[src/rtl/csl_pkg.sv]
package csl_pkg;

	localparam int unsigned MAX_TOKEN_COUNT_DEF = 1024;

	typedef struct packed {
		logic [7:0] src_byte;
		logic       end_of_source;
	} in_item_t;

	typedef struct packed {
		logic [2:0]  tok_kind;
		logic [7:0]  tok_code;
		logic [15:0] start_line;
		logic [23:0] start_offset;
		logic [7:0]  tok_length;
		logic [9:0]  tok_index;
		logic        last_of_run;
	} out_item_t;

	// token kinds
	localparam logic [2:0] KIND_NUM   = 3'd0;
	localparam logic [2:0] KIND_IDENT = 3'd1;
	localparam logic [2:0] KIND_KW    = 3'd2;
	localparam logic [2:0] KIND_OP    = 3'd3;
	localparam logic [2:0] KIND_SYM   = 3'd4;
	localparam logic [2:0] KIND_ERR   = 3'd5;

	// operator codes
	localparam logic [7:0] OP_ADD    = 8'd0;
	localparam logic [7:0] OP_SUB    = 8'd1;
	localparam logic [7:0] OP_MUL    = 8'd2;
	localparam logic [7:0] OP_DIV    = 8'd3;
	localparam logic [7:0] OP_ASSIGN = 8'd4;
	localparam logic [7:0] OP_LT     = 8'd5;
	localparam logic [7:0] OP_GT     = 8'd6;
	localparam logic [7:0] OP_EQ     = 8'd7;
	localparam logic [7:0] OP_LE     = 8'd8;
	localparam logic [7:0] OP_GE     = 8'd9;

	// symbol codes
	localparam logic [7:0] SYM_SEMI   = 8'd0;
	localparam logic [7:0] SYM_LBRACE = 8'd1;
	localparam logic [7:0] SYM_RBRACE = 8'd2;
	localparam logic [7:0] SYM_LPAREN = 8'd3;
	localparam logic [7:0] SYM_RPAREN = 8'd4;

	// keyword codes
	localparam logic [2:0] KW_INT    = 3'd0;
	localparam logic [2:0] KW_RETURN = 3'd1;
	localparam logic [2:0] KW_IF     = 3'd2;
	localparam logic [2:0] KW_ELSE   = 3'd3;
	localparam logic [2:0] KW_WHILE  = 3'd4;
	localparam logic [2:0] KW_NONE   = 3'd5;

	// prefix holds first char in the low byte, so the text reads reversed
	localparam logic [47:0] KW_INT_PFX    = {24'd0, "tni"};
	localparam logic [47:0] KW_RETURN_PFX = "nruter";
	localparam logic [47:0] KW_IF_PFX     = {32'd0, "fi"};
	localparam logic [47:0] KW_ELSE_PFX   = {16'd0, "esle"};
	localparam logic [47:0] KW_WHILE_PFX  = {8'd0, "elihw"};

	function automatic logic is_digit(input logic [7:0] b);
		return b inside {[8'h30:8'h39]};
	endfunction

	function automatic logic is_alpha(input logic [7:0] b);
		return b inside {[8'h61:8'h7A], [8'h41:8'h5A], 8'h5F};
	endfunction

	function automatic logic is_space(input logic [7:0] b);
		return b inside {8'h20, [8'h09:8'h0D]};
	endfunction

	function automatic logic [2:0] keyword_code(input logic [47:0] pfx, input logic [7:0] len);
		logic [2:0] k;
		k = KW_NONE;
		if (len == 8'd3 && pfx == KW_INT_PFX) k = KW_INT;
		if (len == 8'd6 && pfx == KW_RETURN_PFX) k = KW_RETURN;
		if (len == 8'd2 && pfx == KW_IF_PFX) k = KW_IF;
		if (len == 8'd4 && pfx == KW_ELSE_PFX) k = KW_ELSE;
		if (len == 8'd5 && pfx == KW_WHILE_PFX) k = KW_WHILE;
		return k;
	endfunction

	function automatic logic [7:0] cmp_code(input logic [7:0] c, input logic with_eq);
		logic [7:0] r;
		case (c)
			"=": r = with_eq ? OP_EQ : OP_ASSIGN;
			"<": r = with_eq ? OP_LE : OP_LT;
			default: r = with_eq ? OP_GE : OP_GT;
		endcase
		return r;
	endfunction

endpackage

[src/rtl/c_subset_lexer.sv]
// Channel  Dir  Payload     Handshake
// src      in   in_item_t   src_valid / src_stall, one source byte per transfer
// tok      out  out_item_t  tok_valid / tok_stall, one token per transfer
//
// One byte per cycle while the input is not stalled. A byte goes into the input
// register, is scanned in the next cycle and its tokens (zero, one or two) land
// in a four-entry result queue that drives the output port.
// The single result port moves one token per cycle while tok_stall is low, so
// bytes that close one token and make another take two transfers; the input
// stalls while the queue holds more than two tokens.
// Reset clears scan state, counters and the queue; line starts at 1.
module c_subset_lexer #(
	parameter int unsigned MAX_TOKEN_COUNT = csl_pkg::MAX_TOKEN_COUNT_DEF
) (
	input  logic               clk,
	input  logic               arst_n,
	input  logic               src_valid,
	output logic               src_stall,
	input  csl_pkg::in_item_t  src_data,
	output logic               tok_valid,
	input  logic               tok_stall,
	output csl_pkg::out_item_t tok_data
);
	import csl_pkg::*;

	localparam int unsigned CNT_W = $clog2(MAX_TOKEN_COUNT + 1);

	typedef enum logic [2:0] {
		M_IDLE  = 3'd0,
		M_NUM   = 3'd1,
		M_IDENT = 3'd2,
		M_CMP   = 3'd3,
		M_SLASH = 3'd4,
		M_LINEC = 3'd5,
		M_BLOCK = 3'd6,
		M_STAR  = 3'd7
	} mode_t;

	// token before the table limit and index are applied
	typedef struct packed {
		logic        vld;
		logic [2:0]  kind;
		logic [7:0]  code;
		logic [15:0] line;
		logic [23:0] off;
		logic [7:0]  len;
	} raw_tok_t;

	// report whatever token the given mode holds open
	function automatic raw_tok_t pend_tok(input mode_t m, input logic [7:0] pch,
			input logic [15:0] sline, input logic [23:0] soff,
			input logic [7:0] len, input logic [47:0] pfx);
		raw_tok_t t;
		logic [2:0] k;
		k = keyword_code(pfx, len);
		t = '{vld: 1'b1, kind: KIND_NUM, code: 8'd0, line: sline, off: soff, len: len};
		case (m)
			M_NUM: t.kind = KIND_NUM;
			M_IDENT: begin
				if (k != KW_NONE) begin
					t.kind = KIND_KW;
					t.code = 8'(k);
				end else begin
					t.kind = KIND_IDENT;
				end
			end
			M_CMP: begin
				t.kind = KIND_OP;
				t.code = cmp_code(pch, 1'b0);
			end
			M_SLASH: begin
				t.kind = KIND_OP;
				t.code = OP_DIV;
			end
			default: t.vld = 1'b0;
		endcase
		return t;
	endfunction

	// input register
	logic     valid_s1;
	in_item_t item_s1;
	logic     adv;

	// scan state
	mode_t       mode_q;
	logic [7:0]  pch_q;
	logic [15:0] line_q;
	logic [23:0] off_q;
	logic [23:0] soff_q;
	logic [15:0] sline_q;
	logic [7:0]  len_q;
	logic [47:0] pfx_q;
	logic [CNT_W-1:0] cnt_q;

	// result queue
	out_item_t  q_mem [4];
	logic [1:0] head_q, tail_q;
	logic [2:0] count_q;

	// after the byte itself
	mode_t       mode_a;
	logic [7:0]  pch_a;
	logic [15:0] line_a;
	logic [23:0] soff_a;
	logic [15:0] sline_a;
	logic [7:0]  len_a;
	logic [47:0] pfx_a;
	logic        do_idle;
	raw_tok_t    flush_old, t_a, t_b, t_c;

	logic [7:0] b;
	logic       eos;

	raw_tok_t         cand [3];
	out_item_t        res0, res1;
	logic [1:0]       n_res;
	logic [CNT_W-1:0] cnt_run;
	logic             keep, is_err;
	out_item_t        cur;
	logic             pop;

	assign b   = item_s1.src_byte;
	assign eos = item_s1.end_of_source;

	assign adv       = valid_s1 && (count_q <= 3'd2);
	assign src_stall = valid_s1 && !adv;
	assign tok_valid = (count_q != 3'd0);
	assign tok_data  = q_mem[head_q];
	assign pop       = tok_valid && !tok_stall;

	assign flush_old = pend_tok(mode_q, pch_q, sline_q, soff_q, len_q, pfx_q);

	// scan one byte against the current mode
	always_comb begin
		mode_a  = mode_q;
		pch_a   = pch_q;
		line_a  = line_q;
		soff_a  = soff_q;
		sline_a = sline_q;
		len_a   = len_q;
		pfx_a   = pfx_q;
		t_a     = '0;
		t_b     = '0;
		do_idle = 1'b0;

		case (mode_q)
			M_NUM: begin
				if (is_digit(b)) begin
					len_a = (len_q != 8'hFF) ? len_q + 8'd1 : len_q;
				end else begin
					t_a     = flush_old;
					do_idle = 1'b1;
				end
			end
			M_IDENT: begin
				if (is_alpha(b) || is_digit(b)) begin
					if (len_q < 8'd6) pfx_a[8*len_q[2:0] +: 8] = b;
					len_a = (len_q != 8'hFF) ? len_q + 8'd1 : len_q;
				end else begin
					t_a     = flush_old;
					do_idle = 1'b1;
				end
			end
			M_CMP: begin
				if (b == "=") begin
					t_a    = '{vld: 1'b1, kind: KIND_OP, code: cmp_code(pch_q, 1'b1),
						line: sline_q, off: soff_q, len: 8'd2};
					mode_a = M_IDLE;
				end else begin
					t_a     = flush_old;
					do_idle = 1'b1;
				end
			end
			M_SLASH: begin
				if (b == "/") begin
					mode_a = M_LINEC;
				end else if (b == "*") begin
					mode_a = M_BLOCK;
				end else begin
					t_a     = flush_old;
					do_idle = 1'b1;
				end
			end
			M_LINEC: begin
				if (b == 8'h0A) do_idle = 1'b1;
			end
			M_BLOCK: begin
				if (b == "*") begin
					mode_a = M_STAR;
				end else if (b == 8'h0A) begin
					line_a = (line_q != 16'hFFFF) ? line_q + 16'd1 : line_q;
				end
			end
			M_STAR: begin
				if (b == "/") begin
					mode_a = M_IDLE;
				end else if (b != "*") begin
					if (b == 8'h0A) line_a = (line_q != 16'hFFFF) ? line_q + 16'd1 : line_q;
					mode_a = M_BLOCK;
				end
			end
			default: do_idle = 1'b1;
		endcase

		// byte seen with nothing open
		if (do_idle) begin
			mode_a = M_IDLE;
			if (is_space(b)) begin
				if (b == 8'h0A) line_a = (line_q != 16'hFFFF) ? line_q + 16'd1 : line_q;
			end else if (is_digit(b) || is_alpha(b) || b == "=" || b == "<" || b == ">"
					|| b == "/") begin
				soff_a  = off_q;
				sline_a = line_q;
				len_a   = 8'd1;
				if (is_digit(b)) begin
					mode_a = M_NUM;
				end else if (is_alpha(b)) begin
					mode_a = M_IDENT;
					pfx_a  = {40'd0, b};
				end else if (b == "/") begin
					mode_a = M_SLASH;
				end else begin
					mode_a = M_CMP;
					pch_a  = b;
				end
			end else begin
				t_b = '{vld: 1'b1, kind: KIND_OP, code: OP_ADD, line: line_q, off: off_q,
					len: 8'd1};
				case (b)
					"+": t_b.code = OP_ADD;
					"-": t_b.code = OP_SUB;
					"*": t_b.code = OP_MUL;
					";": begin t_b.kind = KIND_SYM; t_b.code = SYM_SEMI; end
					"{": begin t_b.kind = KIND_SYM; t_b.code = SYM_LBRACE; end
					"}": begin t_b.kind = KIND_SYM; t_b.code = SYM_RBRACE; end
					"(": begin t_b.kind = KIND_SYM; t_b.code = SYM_LPAREN; end
					")": begin t_b.kind = KIND_SYM; t_b.code = SYM_RPAREN; end
					default: begin t_b.kind = KIND_ERR; t_b.code = b; end
				endcase
			end
		end

		// end of source flushes what is still open; comments just drop
		t_c = eos ? pend_tok(mode_a, pch_a, sline_a, soff_a, len_a, pfx_a) : '0;
	end

	// table limit, indexes and packing into at most two results
	always_comb begin
		cand[0] = t_a;
		cand[1] = t_b;
		cand[2] = t_c;
		res0    = '0;
		res1    = '0;
		n_res   = 2'd0;
		cnt_run = cnt_q;
		keep    = 1'b0;
		is_err  = 1'b0;
		cur     = '0;
		for (int i = 0; i < 3; i++) begin
			is_err = (cand[i].kind == KIND_ERR);
			keep   = cand[i].vld && (is_err || cnt_run < CNT_W'(MAX_TOKEN_COUNT));
			cur    = '{tok_kind: cand[i].kind, tok_code: cand[i].code,
				start_line: cand[i].line, start_offset: cand[i].off,
				tok_length: cand[i].len, tok_index: is_err ? 10'd0 : 10'(cnt_run),
				last_of_run: 1'b0};
			if (keep) begin
				if (n_res == 2'd0) res0 = cur;
				else res1 = cur;
				n_res = n_res + 2'd1;
				if (!is_err) cnt_run = cnt_run + CNT_W'(1);
			end
		end
		if (n_res == 2'd1) res0.last_of_run = 1'b1;
		if (n_res == 2'd2) res1.last_of_run = 1'b1;
	end

	// control and scan state
	always_ff @(posedge clk or negedge arst_n) begin
		if (!arst_n) begin
			valid_s1 <= 1'b0;
			mode_q   <= M_IDLE;
			pch_q    <= 8'd0;
			line_q   <= 16'd1;
			off_q    <= 24'd0;
			soff_q   <= 24'd0;
			sline_q  <= 16'd1;
			len_q    <= 8'd0;
			pfx_q    <= 48'd0;
			cnt_q    <= '0;
			head_q   <= 2'd0;
			tail_q   <= 2'd0;
			count_q  <= 3'd0;
		end else begin
			if (!src_stall) valid_s1 <= src_valid;
			if (adv) begin
				cnt_q <= cnt_run;
				if (eos) begin
					mode_q  <= M_IDLE;
					pch_q   <= 8'd0;
					line_q  <= 16'd1;
					off_q   <= 24'd0;
					soff_q  <= 24'd0;
					sline_q <= 16'd1;
					len_q   <= 8'd0;
					pfx_q   <= 48'd0;
				end else begin
					mode_q  <= mode_a;
					pch_q   <= pch_a;
					line_q  <= line_a;
					off_q   <= (off_q != 24'hFFFFFF) ? off_q + 24'd1 : off_q;
					soff_q  <= soff_a;
					sline_q <= sline_a;
					len_q   <= len_a;
					pfx_q   <= pfx_a;
				end
			end
			if (pop) head_q <= head_q + 2'd1;
			if (adv) tail_q <= tail_q + 2'(n_res);
			count_q <= count_q + ((adv) ? 3'(n_res) : 3'd0) - (pop ? 3'd1 : 3'd0);
		end
	end

	// payload registers
	always_ff @(posedge clk) begin
		if (!src_stall && src_valid) item_s1 <= src_data;
		if (adv && n_res != 2'd0) q_mem[tail_q] <= res0;
		if (adv && n_res == 2'd2) q_mem[tail_q + 2'd1] <= res1;
	end

endmodule
[config.mk]
export PLATFORM = sky130hd
export DESIGN_NAME = c_subset_lexer
export DESIGN_NICKNAME = d
export VERILOG_FILES = /design/src/rtl/csl_pkg.sv /design/src/rtl/c_subset_lexer.sv
export SDC_FILE = /design/constraint.sdc
export NUM_CORES = 1
export LEC_CHECK = 0
export BUFFER_PORTS_ARGS = -buffer_cell sky130_fd_sc_hd__buf_2
export CAP_MARGIN = 20
export CELL_PAD_IN_SITES_DETAIL_PLACEMENT = 1
export CELL_PAD_IN_SITES_GLOBAL_PLACEMENT = 1
export CORE_MARGIN = 8
export CORE_UTILIZATION = 50
export CTS_CLUSTER_DIAMETER = 40
export DETAILED_ROUTE_END_ITERATION = 10
export PLACE_DENSITY_LB_ADDON = 0.1
export SYNTH_ARGS = -nofsm -noshare
export SYNTH_HDL_FRONTEND = slang
export SYNTH_SLANG_ARGS = --single-unit
[constraint.sdc]
create_clock -name clk -period 12.5 [get_ports clk]
set_input_delay 2.5 -clock clk [delete_from_list [all_inputs] [get_ports clk]]
set_output_delay 2.5 -clock clk [all_outputs]
set_load 0.005 [all_outputs]
Word-level counts from Yosys, hierarchy flattened
Memories as Yosys holds them, arrays and structs flattened.
Cells that the tools add are included.
- $add $sub $neg: 14
- order comparisons: 13
- equal/unequal tests: 61
- shift operators: 2
- muxes and demuxes: 129
- reductions and logical operators: 51
- operator list (kind ; number):
    2-to-1 mux 70 bit ; 9
    2-to-1 mux 60 bit ; 8
    2-to-1 mux 48 bit ; 9
    one-hot mux 60 bit (4 select lines) ; 1
    2-to-1 mux 16 bit ; 13
    2-to-1 mux 24 bit ; 6
    == test 8 x 6 -> 1 bit (second input constant) ; 15
    2-to-1 mux 8 bit ; 14
    == test 48 x 15 -> 1 bit (second input constant) ; 2
    == test 48 x 23 -> 1 bit (second input constant) ; 2
    == test 48 x 31 -> 1 bit (second input constant) ; 2
    == test 48 x 39 -> 1 bit (second input constant) ; 2
    == test 48 x 47 -> 1 bit (second input constant) ; 2
    2-to-1 mux 3 bit ; 25
    2-to-1 mux 11 bit ; 6
    2-to-1 mux 59 bit ; 1
    bitwise mux 48 bit ; 1
    == test 8 x 3 -> 1 bit (second input constant) ; 6
    one-hot mux 8 bit (3 select lines) ; 2
    variable shift 8 x 34 -> 48 bit (first input constant) ; 1
    variable part select 8 x 34 -> 48 bit ; 1
    one-hot mux 8 bit (5 select lines) ; 1
    negator 6 -> 34 bit ; 1
    adder 11 x 1 -> 11 bit (second input constant) ; 3
    other kinds (50) ; 137
- flip-flop bits (word level): 175
- RAM bits: 280
- logic and storage cells: 286
- memories: 1
- memories (name ; depth ; bits a word ; rd ports ; clocked after Yosys merged registers in ; wr ports ; line ; source):
    q_mem ; 4 ; 70 ; 1 ; 0 ; 2 ; c_subset_lexer.sv:97 ; out_item_t q_mem [4];

Logic depth before layout (Yosys ltp)
- depth in word-level cells: 30
- depth in mapped cells: 22

Worst setup path after synthesis
No wires, ideal clock.
- path kind: reg-to-reg
- from: register item_s1 (netlist bit b[7])
- to: memory q_mem[0][0] in the netlist's numbering, enable pin
- setup time: 0.595 ns
- data arrival time: 8.211 ns
- required time: 11.905 ns
- slack: 3.694 ns
- stages on the path, launching flop included: 16
- cells stage by stage: edfxtp_1 > or3_4 > nor4_4 > a211oi_2 > and3_1 > buf_6 > nor3_4 > o21ai_2 > ha_1 > clkbuf_1 > inv_1 > and3_1 > buf_2 > o21ai_0 > a21o_1 > o21ai_0
- RTL lines (what ; line ; source):
    start, declared ; c_subset_lexer.sv:82 ; in_item_t item_s1;
    start signal, assigned ; c_subset_lexer.sv:326 ; if (!src_stall && src_valid) item_s1 <= src_data;
    end, declared ; c_subset_lexer.sv:97 ;

==> metrics.md <==
| Metric | Value |
|---|---|
| Post CTS Setup Buffer Count | 0 |
| Sequential share of the synthesized area | 0.4838 |
| Crit path arrival time | 7800 ps |
| Slowest stage delay, CP | 940 ps |
| Initial antenna violation count | 1 |
| First-pass GRT wire length | 147900 um |
| Pre-CTS setup slack | 5148 ps |
| Slew headroom | 0.2693 |
| Synth Area in Adders | 0.009715 |
| Fraction of layout cells with a size suffix above 1 | 0.1576 |
| RSZ-0062 raised after global routing | no |
| Top Ports | 85 |
| Gr ovfl total | 0 |
| Crit-path cells | nor3_1 > a211o_1 > o211ai_1 > a31o_1 > buf_4 > inv_4 > a21oi_1 > o21ai_2 > ha_1 > inv_1 > and3_1 > mux2i_4 > nor2_2 > nand3_2 > o21ai_4 > buf_4 |
| Tcrit/Tclk final | 0.6066 |
| Hold Path Class | reg2reg |
| Post-synthesis cell count | 2610 |
| Main synth FF type | edfxtp_1 |
| WL per Instance | 28.76 um |
| Kind of critical path | reg2reg |
| Final WL | 96810 um |
| # H-tree levels | 3 |
| Post-synthesis cell type count | 113 |
| Critical-path cell with the highest stage delay | edfxtp_1 |
| Post-CTS Resized | 0 |
| DIE HEIGHT | 246.4 um |
| Die ar. | 60690 sq um |
| Largest family of logic cells by synthesized area | compound AO/OA/AOI/OAI gates |
| Via count | 22.77k |
| Hold Buf Count CTS | 0 |
| Met3 Use GR | 0.05621 |
| Final setup viols | 0 |
| Share of flip-flops with an asynchronous set or reset | 0.3648 |
| Area growth syn-to-layout | 13.54% |
| I/O Buffers | 84 |
| Simple-gate area share of the yosys netlist | 0.1744 |
| CP top delay family | buffers and inverters |
| Grt peak-use layer | met2 |
| Critical Path End Type | flop |
| Dpl hpwl | 61380 um |
| Row count | 84 |
| Final ANT Viol Nets | 0 |
| Final Net Count | 2645 |
| Die W | 246.4 um |
| Crit path top cell by count | buf_4 |
| DR iter-0 viols | 2392 |
| GRT Total Usage | 0.3151 |
| Syn Nets | 2643 |
| Worst skew pair latency | 620 ps |
| Post-Synth XOR/XNOR Area | 0.02141 |
| WP buf/inv | 4 |
| Met2 Resource Use GR | 0.5196 |
| Worst slew pin tran | 1093 ps |
| Setup TNS Final | 0 ps |
| Residual DRC count | 0 |
| Top area cells in the synthesized netlist | edfxtp_1 (33%), dfrtp_1 (15%), mux4_2 (5.9%) |
| Area share of the largest cell type after synthesis | 0.3271 |
| Grt met1 use | 0.4098 |
| Critical Path RT | 12720 ps |
| Area leader, netlist | edfxtp_1 |
| Mapped cell area | 26530 sq um |
| CTS sink cnt | 455 |
| Clock transition at path regs | 50 ps |
| Mean area per synthesized cell | 10.16 sq um |
| Pin count of the biggest net entering global routing | 99 |
| TritonCTS clock tree | done |
| Yosys reg bits | 455 |
| Final min period | 7583 ps |
| Worst setup margin | 4917 ps |
| Fin. Hold Viols | 0 |
| Clk buf depth | 3 |
| Initial Util | 0.5049 |
| Drt first pass iters | 5 |
| Number of synthesized flops with an enable pin | 289 |
| CTS Buf Count | 78 |
| Status | finished clean |
| PwrDens | 234.7 nW/um^2 |
| Max-slew violation count | 0 |
| Vias/cell | 6.764 |
| CTS root buf | clkbuf_16 |
| Crit path launch type | flop |
| Maximum VDD drop | 0.0001779 V |
| Core area | 52550 sq um |
| Ys Warns | 0 |
| Worst Skew | 25.88 ps |
| Compound-Gate Fraction of Synth Area | 0.1878 |
| Max-cap violations | 0 |
| Number of global-route vias before repair | 23.88k |
| Static Leak | 0.01109 uW |
| Max Fclk | 131.9 MHz |
| Max FO, Critical Path | 61 |
| Mux contribution to synthesized area | 0.08371 |
| RePlAce Congestion | 0.9566 |
## layout by cell type, fill, tap and decap left out, types with 38 or more instances in the layout
master / count
edfxtp_1: 289
buf_2: 83
dfrtp_1: 162
a22oi_1: 91
inv_1: 38
a21oi_1: 251
a211o_1: 39
a22o_1: 77
nor2_1: 342
o21ai_0: 137
clkbuf_16: 79
mux2i_1: 46
nand3_1: 74
nand2_1: 240
mux4_2: 70
## worst register-to-register path, stage by stage (launching register included)
cell,delay (ps)
edfxtp_1,940
nor3_1,180
a211o_1,450
o211ai_1,370
a31o_1,190
buf_4,370
inv_4,400
a21oi_1,380
o21ai_2,150
ha_1,370
inv_1,260
and3_1,700
mux2i_4,290
nor2_2,280
nand3_2,470
o21ai_4,410
buf_4,890
## per-stage QoR
stage | util | instance area (sq um) | hold WS [ps] | total power [uW] | instances
after global placement | 0.5201 | 27330 | 465.7 | 4735 | 3212
after detailed placement | 0.5212 | 27390 | 477.9 | 4873 | 3215
after CTS | 0.5709 | 30000 | 493.2 | 7068 | 3360
after floorplan | - | 26530 | 452.2 | 3874 | 2610
final | 0.5732 | 30120 | 492.0 | 7069 | 3366
after global routing | 0.5732 | 30120 | 504.4 | 7342 | 3365
## state kept, by name, indices dropped and copies added, names as in the netlist, 2 cells and up
name	flops
head_q	2
pch_q	8
mode_q	3
cnt_q	11
off_q	24
sline_q	16
line_q	16
b	8
q_mem	280
count_q	3
len_q	8
pfx_q	48
tail_q	2
soff_q	24
## final timing paths
| kind | slack, ps | cells past startpoint | from | to |
|---|---|---|---|---|
| min | 490 | 1 | pfx_q[15] | pfx_q[15] |
| max in group asynchronous | 8640 | 3 | arst_n | off_q[23] |
| max reg2reg | 4920 | 16 | b[2] | q_mem[2][33] |
| min reg2reg | 490 | 1 | pfx_q[15] | pfx_q[15] |
| min in group asynchronous | 1880 | 1 | arst_n | pfx_q[4] |
| max | 4920 | 16 | b[2] | q_mem[2][33] |
## synthesized netlist by cell type, drive strengths merged (27+ instances only)
library cell and instances:
inv 40, a21oi 251, dfrtp 164, nand2 243
a22o 77, nand4 35, edfxtp 289, nor2 351
nand3 76, xor2 29, nor3 43, xnor2 35
o21ai 153, a31oi 27, buf 82, a22oi 91
nor4 44, a211o 39, clkbuf 125, mux2i 47
mux4 70
## cells by family after synthesis
group                    Yosys count
AO/OA/AOI/OAI                    756
XOR/XNOR                          64
adder cells (fa/ha/maj)           20
buffers and inverters            249
flip-flops                       455
multiplexers                     131
AND/OR/NAND/NOR                  935
## where the power goes
group          switching [uW]  internal, uW
combinational            1760           854
clock                     810          1330
sequential                251          2060
## final cells by class
class                           instances  area [sq um]
Antenna cell                            1         2.502
Clock buffer                           95          2047
Clock inverter                         50         568.0
Fill cell                            5604         22430
Inverter                               42         161.4
Multi-Input combinational cell       1906         12760
Sequential cell                       455         12840
Tap cell                              688         860.8
Timing Repair Buffer                  129         877.1
## layer usage
layer / vias up / part of all wire
met4: 2 / 0.039
met1: 11670 / 0.40
met5: - / 0.00015
met2: 1000 / 0.48
li1: 9846 / -
met3: 247 / 0.072
Note: power is estimated with default switching activity, not from simulation.
